### config.mk
export PLATFORM = sky130hd
export DESIGN_NAME = sha256_message_hasher_unit
export DESIGN_NICKNAME = d
export VERILOG_FILES = /design/src/hw/rtl/sha_pkg.sv /design/src/hw/rtl/sha_datapath.sv /design/src/hw/rtl/sha_ctrl.sv /design/src/hw/rtl/sha256_message_hasher_unit.sv
export SDC_FILE = /design/constraint.sdc
export NUM_CORES = 2
export LEC_CHECK = 0
export ABC_AREA = 1
export BUFFER_PORTS_ARGS = -buffer_cell sky130_fd_sc_hd__buf_2
export CORE_ASPECT_RATIO = 0.9
export CORE_MARGIN = 2
export CORE_UTILIZATION = 45
export DETAILED_ROUTE_END_ITERATION = 8
export SETUP_SLACK_MARGIN = 0.2
export SLEW_MARGIN = 20
export SYNTH_ARGS = -nofsm -noshare
export SYNTH_HDL_FRONTEND = slang
export SYNTH_SLANG_ARGS = --single-unit
### constraint.sdc
create_clock -name i_clk -period 10.3 [get_ports i_clk]
set_input_delay 0.515 -clock i_clk [delete_from_list [all_inputs] [get_ports i_clk]]
set_output_delay 0.515 -clock i_clk [all_outputs]
set_load 0.01 [all_outputs]
### src/hw/rtl/sha_pkg.sv
`timescale 1ns / 1ps
`default_nettype none
// ----------------------------------------------------------------------------
// SHA-256 hasher package
// Shared types, constants and the rotate helper for the SHA-256 hasher.
// ----------------------------------------------------------------------------
package sha_pkg;

    localparam int unsigned WordW   = 32;
    localparam int unsigned NumWord = 16;
    localparam int unsigned NumHash = 8;

    typedef enum logic [2:0] {
        ST_IDLE,
        ST_LOAD,
        ST_ROUND,
        ST_ADD,
        ST_PAD,
        ST_OUT
    } t_state;

    // Commands from the controller to the datapath.
    typedef struct packed {
        logic       put_byte;    // store the input byte, bump the length
        logic       put_pad;     // store one padding byte at the fill position
        logic       put_len;     // store one length byte at the fill position
        logic       load_vars;   // copy chain value into working variables
        logic       round;       // run one compression round
        logic       add_chain;   // add working variables into chain value
        logic       clear_msg;   // restore initial hash, clear length
        logic       pad_first;   // padding byte is 0x80 rather than zero
    } t_cmd;

    // Status back to the controller.
    typedef struct packed {
        logic [5:0] fill_pos;    // byte position within the block
        logic       last_round;  // round counter at 63
    } t_status;

    localparam logic [31:0] InitHash [NumHash] = '{
        32'h6a09e667, 32'hbb67ae85, 32'h3c6ef372, 32'ha54ff53a,
        32'h510e527f, 32'h9b05688c, 32'h1f83d9ab, 32'h5be0cd19
    };

    localparam logic [31:0] RoundK [64] = '{
        32'h428a2f98, 32'h71374491, 32'hb5c0fbcf, 32'he9b5dba5,
        32'h3956c25b, 32'h59f111f1, 32'h923f82a4, 32'hab1c5ed5,
        32'hd807aa98, 32'h12835b01, 32'h243185be, 32'h550c7dc3,
        32'h72be5d74, 32'h80deb1fe, 32'h9bdc06a7, 32'hc19bf174,
        32'he49b69c1, 32'hefbe4786, 32'h0fc19dc6, 32'h240ca1cc,
        32'h2de92c6f, 32'h4a7484aa, 32'h5cb0a9dc, 32'h76f988da,
        32'h983e5152, 32'ha831c66d, 32'hb00327c8, 32'hbf597fc7,
        32'hc6e00bf3, 32'hd5a79147, 32'h06ca6351, 32'h14292967,
        32'h27b70a85, 32'h2e1b2138, 32'h4d2c6dfc, 32'h53380d13,
        32'h650a7354, 32'h766a0abb, 32'h81c2c92e, 32'h92722c85,
        32'ha2bfe8a1, 32'ha81a664b, 32'hc24b8b70, 32'hc76c51a3,
        32'hd192e819, 32'hd6990624, 32'hf40e3585, 32'h106aa070,
        32'h19a4c116, 32'h1e376c08, 32'h2748774c, 32'h34b0bcb5,
        32'h391c0cb3, 32'h4ed8aa4a, 32'h5b9cca4f, 32'h682e6ff3,
        32'h748f82ee, 32'h78a5636f, 32'h84c87814, 32'h8cc70208,
        32'h90befffa, 32'ha4506ceb, 32'hbef9a3f7, 32'hc67178f2
    };

    function automatic logic [31:0] rotr(input logic [31:0] x, input int unsigned n);
        rotr = (x >> n) | (x << (32 - n));
    endfunction

endpackage
`default_nettype wire

### src/hw/rtl/sha_datapath.sv
`timescale 1ns / 1ps
`default_nettype none
// ----------------------------------------------------------------------------
// SHA-256 datapath
// Block buffer with rolling schedule, working variables, chain value and
// message length counter.
// ----------------------------------------------------------------------------
module sha_datapath (
    input  wire logic             i_clk,
    input  wire logic             i_rst_n,
    input  wire sha_pkg::t_cmd    i_cmd,
    input  wire logic [7:0]       i_data_byte,
    input  wire logic [2:0]       i_out_idx,
    output sha_pkg::t_status      o_status,
    output logic [31:0]           o_hash_word
);
    import sha_pkg::*;

    logic [31:0] r_win [NumWord];
    logic [31:0] r_var [NumHash];
    logic [31:0] r_chain [NumHash];
    logic [63:0] r_len;
    logic [63:0] r_len_snap;
    logic [5:0]  r_pos;
    logic [5:0]  r_round;

    logic [7:0]  wr_byte;
    logic        wr_en;
    logic [31:0] w_new, w_cur, t1, t2;
    logic [31:0] s0, s1, e_sig, a_sig, ch, maj;
    logic [2:0]  len_sel;

    assign len_sel = r_pos[2:0];

    always_comb begin
        wr_en   = i_cmd.put_byte | i_cmd.put_pad | i_cmd.put_len;
        wr_byte = 8'h00;
        if (i_cmd.put_byte) begin
            wr_byte = i_data_byte;
        end else if (i_cmd.put_pad) begin
            wr_byte = i_cmd.pad_first ? 8'h80 : 8'h00;
        end else if (i_cmd.put_len) begin
            wr_byte = r_len_snap[(7 - len_sel) * 8 +: 8];
        end
    end

    // Schedule word: first 16 rounds read the block, later ones extend it.
    always_comb begin
        s1 = rotr(r_win[14], 17) ^ rotr(r_win[14], 19) ^ (r_win[14] >> 10);
        s0 = rotr(r_win[1], 7) ^ rotr(r_win[1], 18) ^ (r_win[1] >> 3);
        w_new = s1 + r_win[9] + s0 + r_win[0];
        w_cur = (r_round < 6'd16) ? r_win[0] : w_new;
        e_sig = rotr(r_var[4], 6) ^ rotr(r_var[4], 11) ^ rotr(r_var[4], 25);
        a_sig = rotr(r_var[0], 2) ^ rotr(r_var[0], 13) ^ rotr(r_var[0], 22);
        ch    = (r_var[4] & r_var[5]) ^ (~r_var[4] & r_var[6]);
        maj   = (r_var[0] & r_var[1]) ^ (r_var[0] & r_var[2]) ^ (r_var[1] & r_var[2]);
        t1    = r_var[7] + e_sig + ch + RoundK[r_round] + w_cur;
        t2    = a_sig + maj;
    end

    // Window rotates by one word a round, so word 0 is always the current one.
    always_ff @(posedge i_clk) begin
        if (wr_en) begin
            r_win[r_pos[5:2]][(3 - r_pos[1:0]) * 8 +: 8] <= wr_byte;
        end else if (i_cmd.round) begin
            for (int i = 0; i < NumWord - 1; i++) begin
                r_win[i] <= r_win[i + 1];
            end
            r_win[NumWord - 1] <= w_cur;
        end
        if (i_cmd.load_vars) begin
            r_var <= r_chain;
        end else if (i_cmd.round) begin
            for (int i = 1; i < NumHash; i++) begin
                if (i != 4) begin
                    r_var[i] <= r_var[i - 1];
                end
            end
            r_var[4] <= r_var[3] + t1;
            r_var[0] <= t1 + t2;
        end
        if (i_cmd.put_pad && i_cmd.pad_first) begin
            r_len_snap <= r_len;
        end
    end

    always_ff @(posedge i_clk) begin
        if (!i_rst_n) begin
            r_chain <= InitHash;
            r_len   <= '0;
            r_pos   <= '0;
            r_round <= '0;
        end else begin
            if (i_cmd.clear_msg) begin
                r_chain <= InitHash;
                r_len   <= '0;
                r_pos   <= '0;
            end else begin
                if (i_cmd.add_chain) begin
                    for (int i = 0; i < NumHash; i++) begin
                        r_chain[i] <= r_chain[i] + r_var[i];
                    end
                end
                if (i_cmd.put_byte) begin
                    r_len <= r_len + 64'd8;
                end
                if (wr_en) begin
                    r_pos <= r_pos + 6'd1;
                end
            end
            if (i_cmd.round) begin
                r_round <= r_round + 6'd1;
            end
        end
    end

    assign o_status.fill_pos   = r_pos;
    assign o_status.last_round = (r_round == 6'd63);
    assign o_hash_word         = r_chain[i_out_idx];

endmodule
`default_nettype wire

### src/hw/rtl/sha_ctrl.sv
`timescale 1ns / 1ps
`default_nettype none
// ----------------------------------------------------------------------------
// SHA-256 controller
// Sequences byte intake, padding, compression and digest output.
// ----------------------------------------------------------------------------
module sha_ctrl (
    input  wire logic             i_clk,
    input  wire logic             i_rst_n,
    input  wire logic             i_valid,
    output logic                  o_ready,
    input  wire logic             i_byte_valid,
    input  wire logic             i_message_end,
    input  wire sha_pkg::t_status i_status,
    output sha_pkg::t_cmd         o_cmd,
    output logic                  o_valid,
    input  wire logic             i_ready,
    output logic [2:0]            o_out_idx
);
    import sha_pkg::*;

    t_state r_state, n_state;
    logic   r_fin, n_fin;          // finishing a message
    logic   r_pad1, n_pad1;        // 0x80 byte already placed
    logic   r_lenph, n_lenph;      // writing length bytes
    logic [2:0] r_idx, n_idx;
    logic   take;

    assign take = i_valid && o_ready;

    always_comb begin
        n_state = r_state;
        n_fin   = r_fin;
        n_pad1  = r_pad1;
        n_lenph = r_lenph;
        n_idx   = r_idx;
        case (r_state)
            ST_IDLE: begin
                if (take) begin
                    if (i_byte_valid && i_status.fill_pos == 6'd63) begin
                        n_state = ST_LOAD;
                        n_fin   = i_message_end;
                    end else if (i_message_end) begin
                        n_state = ST_PAD;
                        n_fin   = 1'b1;
                    end
                    n_pad1  = 1'b0;
                    n_lenph = 1'b0;
                end
            end
            ST_PAD: begin
                if (!r_pad1) begin
                    n_pad1 = 1'b1;
                    if (i_status.fill_pos == 6'd63) begin
                        n_state = ST_LOAD;
                    end else if (i_status.fill_pos == 6'd55) begin
                        n_lenph = 1'b1;
                    end
                end else if (r_lenph) begin
                    if (i_status.fill_pos == 6'd63) begin
                        n_state = ST_LOAD;
                    end
                end else begin
                    if (i_status.fill_pos == 6'd63) begin
                        n_state = ST_LOAD;
                    end else if (i_status.fill_pos == 6'd55) begin
                        n_lenph = 1'b1;
                    end
                end
            end
            ST_LOAD:  n_state = ST_ROUND;
            ST_ROUND: begin
                if (i_status.last_round) begin
                    n_state = ST_ADD;
                end
            end
            ST_ADD: begin
                if (!r_fin) begin
                    n_state = ST_IDLE;
                end else if (r_lenph) begin
                    n_state = ST_OUT;
                    n_idx   = 3'd0;
                end else begin
                    n_state = ST_PAD;
                end
            end
            ST_OUT: begin
                if (i_ready) begin
                    n_idx = r_idx + 3'd1;
                    if (r_idx == 3'd7) begin
                        n_state = ST_IDLE;
                        n_fin   = 1'b0;
                    end
                end
            end
            default: n_state = ST_IDLE;
        endcase
    end

    always_comb begin
        o_cmd     = '0;
        o_ready   = 1'b0;
        o_valid   = 1'b0;
        case (r_state)
            ST_IDLE: begin
                o_ready        = 1'b1;
                o_cmd.put_byte = take && i_byte_valid;
            end
            ST_PAD: begin
                o_cmd.put_pad   = !r_lenph;
                o_cmd.pad_first = !r_pad1;
                o_cmd.put_len   = r_lenph;
            end
            ST_LOAD:  o_cmd.load_vars = 1'b1;
            ST_ROUND: o_cmd.round     = 1'b1;
            ST_ADD:   o_cmd.add_chain = 1'b1;
            ST_OUT: begin
                o_valid         = 1'b1;
                o_cmd.clear_msg = i_ready && (r_idx == 3'd7);
            end
            default: o_cmd = '0;
        endcase
    end

    always_ff @(posedge i_clk) begin
        if (!i_rst_n) begin
            r_state <= ST_IDLE;
            r_fin   <= 1'b0;
            r_pad1  <= 1'b0;
            r_lenph <= 1'b0;
            r_idx   <= '0;
        end else begin
            r_state <= n_state;
            r_fin   <= n_fin;
            r_pad1  <= n_pad1;
            r_lenph <= n_lenph;
            r_idx   <= n_idx;
        end
    end

    assign o_out_idx = r_idx;

endmodule
`default_nettype wire

### src/hw/rtl/sha256_message_hasher_unit.sv
`timescale 1ns / 1ps
`default_nettype none
// ----------------------------------------------------------------------------
// SHA-256 message hasher
// Byte-serial SHA-256 with standard padding and an eight-word digest output.
// ----------------------------------------------------------------------------
// Bytes enter at one per cycle while idle; a full block adds a compression
// (load, 64 rounds, chain add), one round per cycle through a single round unit.
// Message end adds up to 72 padding and length bytes and one or two compressions,
// then eight digest words leave at one per cycle while the consumer is ready.
// Synchronous active-low reset restores the initial hash and a zero length.
// ----------------------------------------------------------------------------
module sha256_message_hasher_unit (
    input  wire logic        i_clk,
    input  wire logic        i_rst_n,
    input  wire logic        i_valid,
    output logic             o_ready,
    input  wire logic [7:0]  i_data_byte,
    input  wire logic        i_byte_valid,
    input  wire logic        i_message_end,
    output logic             o_valid,
    input  wire logic        i_ready,
    output logic [31:0]      o_digest_word,
    output logic [2:0]       o_word_index,
    output logic             o_last_word
);
    import sha_pkg::*;

    t_cmd       cmd;
    t_status    status;
    logic [2:0] out_idx;

    // The controller walks intake, padding, rounds and output; the datapath
    // holds all message state and performs the arithmetic.
    sha_ctrl u_ctrl (
        .i_clk         (i_clk),
        .i_rst_n       (i_rst_n),
        .i_valid       (i_valid),
        .o_ready       (o_ready),
        .i_byte_valid  (i_byte_valid),
        .i_message_end (i_message_end),
        .i_status      (status),
        .o_cmd         (cmd),
        .o_valid       (o_valid),
        .i_ready       (i_ready),
        .o_out_idx     (out_idx)
    );

    sha_datapath u_dp (
        .i_clk       (i_clk),
        .i_rst_n     (i_rst_n),
        .i_cmd       (cmd),
        .i_data_byte (i_data_byte),
        .i_out_idx   (out_idx),
        .o_status    (status),
        .o_hash_word (o_digest_word)
    );

    // The digest is read straight out of the chain registers, which hold
    // still until the last word is taken.
    assign o_word_index = out_idx;
    assign o_last_word  = (out_idx == 3'd7);

endmodule
`default_nettype wire
# ---- Word-level counts from Yosys, hierarchy flattened
# Memory sizes are Yosys's and may differ from the RTL's.
# Cells that the tools add are included.
dict set report op_classes {
  add_sub_neg 25
  eq_ne 19
  magnitude_cmp 3
  muxes 58
  bitwise_logic 32
  n_reduce_logical 19
  n_shift 3
}
# cell n
set ops {}
lappend ops {{32-bit adder} 18}
lappend ops {{256-bit two-way mux} 2}
lappend ops {{32-bit bitwise XOR} 9}
lappend ops {{32-bit two-way mux} 8}
lappend ops {{32-bit AND} 5}
lappend ops {{32-bit binary-select mux with 3-bit select} 1}
lappend ops {{64-bit by 4-bit adder with 64-bit output, second input constant} 1}
lappend ops {{64-bit by 33-bit indexed part select with 8-bit output} 1}
lappend ops {{32-bit negation with 34-bit output} 1}
lappend ops {{8-bit by 34-bit variable shift with 32-bit output, first input constant} 1}
lappend ops {{8-bit by 34-bit indexed part select with 32-bit output} 1}
lappend ops {{3-bit two-way mux} 11}
lappend ops {{8-bit two-way mux} 4}
lappend ops {{32-bit inverter} 1}
lappend ops {{10-bit by 32-bit bitwise OR with 32-bit output} 1}
lappend ops {{13-bit by 32-bit bitwise OR with 32-bit output} 1}
lappend ops {{14-bit by 32-bit bitwise OR with 32-bit output} 1}
lappend ops {{15-bit by 32-bit bitwise OR with 32-bit output} 1}
lappend ops {{19-bit by 32-bit bitwise OR with 32-bit output} 1}
lappend ops {{21-bit by 32-bit bitwise OR with 32-bit output} 1}
lappend ops {{25-bit by 32-bit bitwise OR with 32-bit output} 1}
lappend ops {{26-bit by 32-bit bitwise OR with 32-bit output} 1}
lappend ops {{30-bit by 32-bit bitwise OR with 32-bit output} 1}
lappend ops {{7-bit by 32-bit bitwise OR with 32-bit output} 1}
lappend ops {{37 further kinds} 85}
dict set report word_totals {
  elab_cells 186
  ram_bits 512
  romBits 2048
  reg_bits 661
  out_inout_bits 38
  mem_count 2
}
# memory words word_bits rd rd_clocked_by_memory_dff wr line_no
set mem_list {}
lappend mem_list {{(name not given)} 64 32 1 0 0 sha_datapath.sv:57} ;# t1 = r_var[7] + e_sig + ch + RoundK[r_round] + w_cur;
lappend mem_list {u_dp.r_win 16 32 16 0 16 sha_datapath.sv:19} ;# logic [31:0] r_win [NumWord];

# ---- Depth between registers and ports, before layout
# An unclocked memory read counts as a cell.
dict set report depth {
  ltp_word 12
  depth_mapped 47
}

# ---- Modules after synthesis
# From an unflattened synthesis, not the netlist that was laid out.
dict set report hier_totals {
  hier_cells 10168
  hier_area_um2 80292.0
}
# module area_each_um2 seq_area_each_um2 cells_per_inst instances
set by_module_without_submodules {}
lappend by_module_without_submodules {sha_datapath 79592.6 31480.2 10057 1}
lappend by_module_without_submodules {sha_ctrl 685.7 180.2 108 1}
lappend by_module_without_submodules {sha256_message_hasher_unit 13.8 0.0 3 1}

# ---- Least setup slack after synthesis
# OpenSTA, ideal clock, no wires.
dict set report synth_timing {
  kind {register to register}
  start {mem u_dp.r_win[14][18]}
  end {reg u_dp.r_var[249] (netlist name), data pin}
  setup_ns 0.254
  required_time_ns 10.046
  synth_period_minus_slack_ns 8.088
  t_arrival_ns 7.834
  path_slack_ns 2.212
  stages_incl_launch_ff 40
  path_cell_list {edfxtp_1 > clkbuf_1 > xnor2_1 > xor2_1 > fa_1 > fa_1 > inv_1 > ha_1 > fa_1 > nand2_1 > nand2_1 > nand3_1 > nand2_1 > a21oi_1 > o21ai_0 > xor2_1 > o21ai_0 > fa_1 > [... 4 more ...] > nor2_1 > nand4_1 > nand2_1 > a21oi_1 > o21ai_0 > xor2_1 > fa_1 > ha_1 > nand2_1 > inv_1 > a21oi_1 > a21boi_0 > nand3_1 > nand2_1 > nand2_1 > or2_2 > nand3_1 > nand2_1}
}
# item line_no
set synth_rtl {}
lappend synth_rtl {{start, declared} sha_datapath.sv:19}
lappend synth_rtl {{end signal, assigned} sha_datapath.sv:72} ;# r_var <= r_chain;
lappend synth_rtl {{end signal, assigned by index} sha_datapath.sv:76} ;# r_var[i] <= r_var[i - 1];
lappend synth_rtl {{end, declared} sha_datapath.sv:20} ;# logic [31:0] r_var [NumHash];

==> summary.md <==
| Metric | Value |
|---|---|
| Worst-Margin Slew | 1.31 ns |
| CTS buffer count | 138 |
| Slowest stage delay, CP | 0.66 ns |
| Via count | 75574 |
| GRT met2 Usage | 0.490 |
| Vias per inst | 5.97 |
| Leading area contributor after synthesis | edfxtp_1 |
| Clock skew | 0.0576 ns |
| R2r setup slk | 0.72 ns |
| Reg clk slew, reported paths | 0.06 ns |
| Minimum clock period | 9.58 ns |
| Largest net degree at the start of global routing | 177 |
| Synth top area cells | edfxtp_1 31%, nand2_1 12%, dfxtp_1 8.5% |
| Final Hold Viols | 0 |
| Critical path data arrival time | 10.15 ns |
| Syn-to-layout area delta | 11.3% |
| Max-slew violations | 0 |
| Post-Synthesis Cells | 10034 |
| Worst Path Required | 10.86 ns |
| RSZ-0062 raised after global routing | false |
| Layout cells sized above 1 | 0.0712 |
| IO Port Bufs | 51 |
| GRT overflow | 0 |
| Initial antenna violation count | 33 |
| WP buf/inv | 6 |
| Routability-driven placement congestion ratio | 1.06 |
| Core area | 176000 um^2 |
| Routed WL per cell | 28.5 um |
| Number of remaining DRC errors | 0 |
| H-tree depth | 4 |
| Post-Syn Area | 79600 um^2 |
| TritonCTS clock tree | built |
| Primary FF master, synth | edfxtp_1 |
| Antenna viol nets, final | 0 |
| Rows | 146 |
| Detailed Routing Iterations Pass 1 | 8 |
| Die height | 403 um |
| Sequential share of the synthesized area | 0.398 |
| Status | finished, final reports clean |
| Vias in the first global route | 68452 |
| Met3 Use GR | 0.174 |
| Crit Path Class | reg -> reg |
| First DRT Iteration DRCs | 10967 |
| Maximum clock path buffer count | 3 |
| Clock root cell | clkbuf_16 |
| Die ar. | 180000 um^2 |
| Initial core utilization | 0.453 |
| Critical path endpoint category | flop |
| Max Fclk | 0.104 GHz |
| Ys Warns | 0 |
| EDFF count, synth | 829 |
| Async SR Flop Fraction | 0 |
| Die X | 447 um |
| Crit path max fanout | 5 |
| Hold Crit Class | in -> reg |
| CP max-delay cell | a31oi_1 |
| Total track usage | 0.392 |
| FF+latch count, synth | 1167 |
| Clock sinks | 1167 |
| Max Cap Viol | 0 |
| Nets | 10785 |
| Detailed placement HPWL | 284 mm |
| GR peak layer | met1 |
| Unique masters post-synth | 64 |
| Syn Area/Cell | 7.93 um^2 |
| Most used cell, CP | nand2_1 |
| IO Count | 52 |
| Final setup viols | 0 |
| Final Cycle Share | 0.931 |
| Later-pin clock latency in the skew report | 0.82 ns |
| Slew Limit Headroom | 0.118 |
| Total negative slack | 0 ns |
| Worst setup SP type | flop |
| Wirelength, routed | 361 mm |
| Cell family with most CP delay | adder cells |
| Met1 GRT Util | 0.603 |
| First-pass GRT wire length | 506 mm |
| Net Count, Synth | 10655 |
| Synth top area share | 0.313 |
-- flip-flops by register name, indices dropped and copies added (netlist names) --
| signal | flops |
|---|---|
| u_dp.r_win | 512 |
| u_dp.r_chain | 256 |
| u_dp.r_var | 256 |
| u_dp.r_len | 61 |
| u_dp.r_len_snap | 61 |
| u_dp.r_pos | 6 |
| u_dp.r_round | 6 |
| u_ctrl.o_out_idx | 3 |
| u_ctrl.r_state | 3 |
| u_ctrl.r_fin | 1 |
| u_ctrl.r_lenph | 1 |
| u_ctrl.r_pad1 | 1 |
-- cells in the mapped netlist (all sizes together), types with 21 or more instances --
cell,number
a21boi,22
a21o,66
a21oi,888
a221oi,43
a31oi,83
buf,89
clkbuf,317
dfxtp,338
edfxtp,829
fa,197
ha,410
inv,1285
nand2,2508
nand3,340
nand4,63
nor2,581
nor3,140
nor4,21
o211ai,82
o21ai,992
o21bai,64
o221ai,23
or2,55
xnor2,188
xor2,256
-- placed cells by master, fill, tap and decap left out, drive strengths merged, types with 83 or more instances in the layout --
master / n
nand2: 2508
inv: 1296
o21ai: 992
a21oi: 888
edfxtp: 829
nor2: 581
ha: 410
buf: 396
nand3: 340
dfxtp: 338
xor2: 256
fa: 197
xnor2: 188
clkbuf: 171
nor3: 140
a31oi: 83
-- worst paths after layout --
path / start / end / depth (start not counted)
worst max-delay path: u_dp.r_win[14][18] / u_dp.r_var[249] / 38
worst min-delay path: i_rst_n / u_ctrl.r_lenph / 3
worst max register to register: u_dp.r_win[14][18] / u_dp.r_var[249] / 38
worst min register to register: u_dp.r_len[63] / u_dp.r_len_snap[63] / 0
-- routing by layer --
layer,part of all wire,wire length (um)
met1,0.45,162000
met2,0.37,132000
met3,0.16,58300
met4,0.023,8170
met5,0.0017,621
-- logic make-up after synthesis --
group                      synth area share
and+or+nand+nor                       0.191
AOI/OAI and AO/OA                     0.164
buffers and inverters                0.0812
DFF                                   0.398
adders and majority gates             0.116
xor gates and xnor gates             0.0489
muxes                              0.000755
-- metrics by stage --
step | hold slack [ns] | instances | area (um^2) | utilization | worst slack [ns]
floorplan | 0.430 | 10034 | 79600 | - | 2.21
global placement | 0.445 | 12392 | 83900 | 0.478 | 0.781
detailed placement | 0.455 | 12392 | 83900 | 0.478 | 0.761
CTS | 0.0301 | 12648 | 88600 | 0.504 | 0.769
global route | 0.0532 | 12649 | 88600 | 0.504 | 0.218
finish | 0.0708 | 12654 | 88600 | 0.504 | 0.715
-- area by class of cell --
cell class / instances / area (um^2)
antenna: 6 / 15.0
clock buffer: 171 / 3710
clock inverter: 85 / 918
fill: 17120 / 87200
inverter: 1294 / 4880
multi-input combinational: 7167 / 41500
sequential: 1167 / 31700
tap: 2368 / 2960
timing repair buffer: 396 / 2880
-- worst min-delay path: stages --
cell and delay (ns):
buf_2 0.18, nand2_1 0.09, nor2_1 0.04
-- repair_timing --
action,in CTS,in global routing
setup buffers,0,0
endpoints found under the setup margin,0,3
hold buffers,0,0
resized for setup,0,2
Power is left out: the tool's default activity adds up to more than one toggle a clock period on the data nets, which glitch-free logic cannot reach.
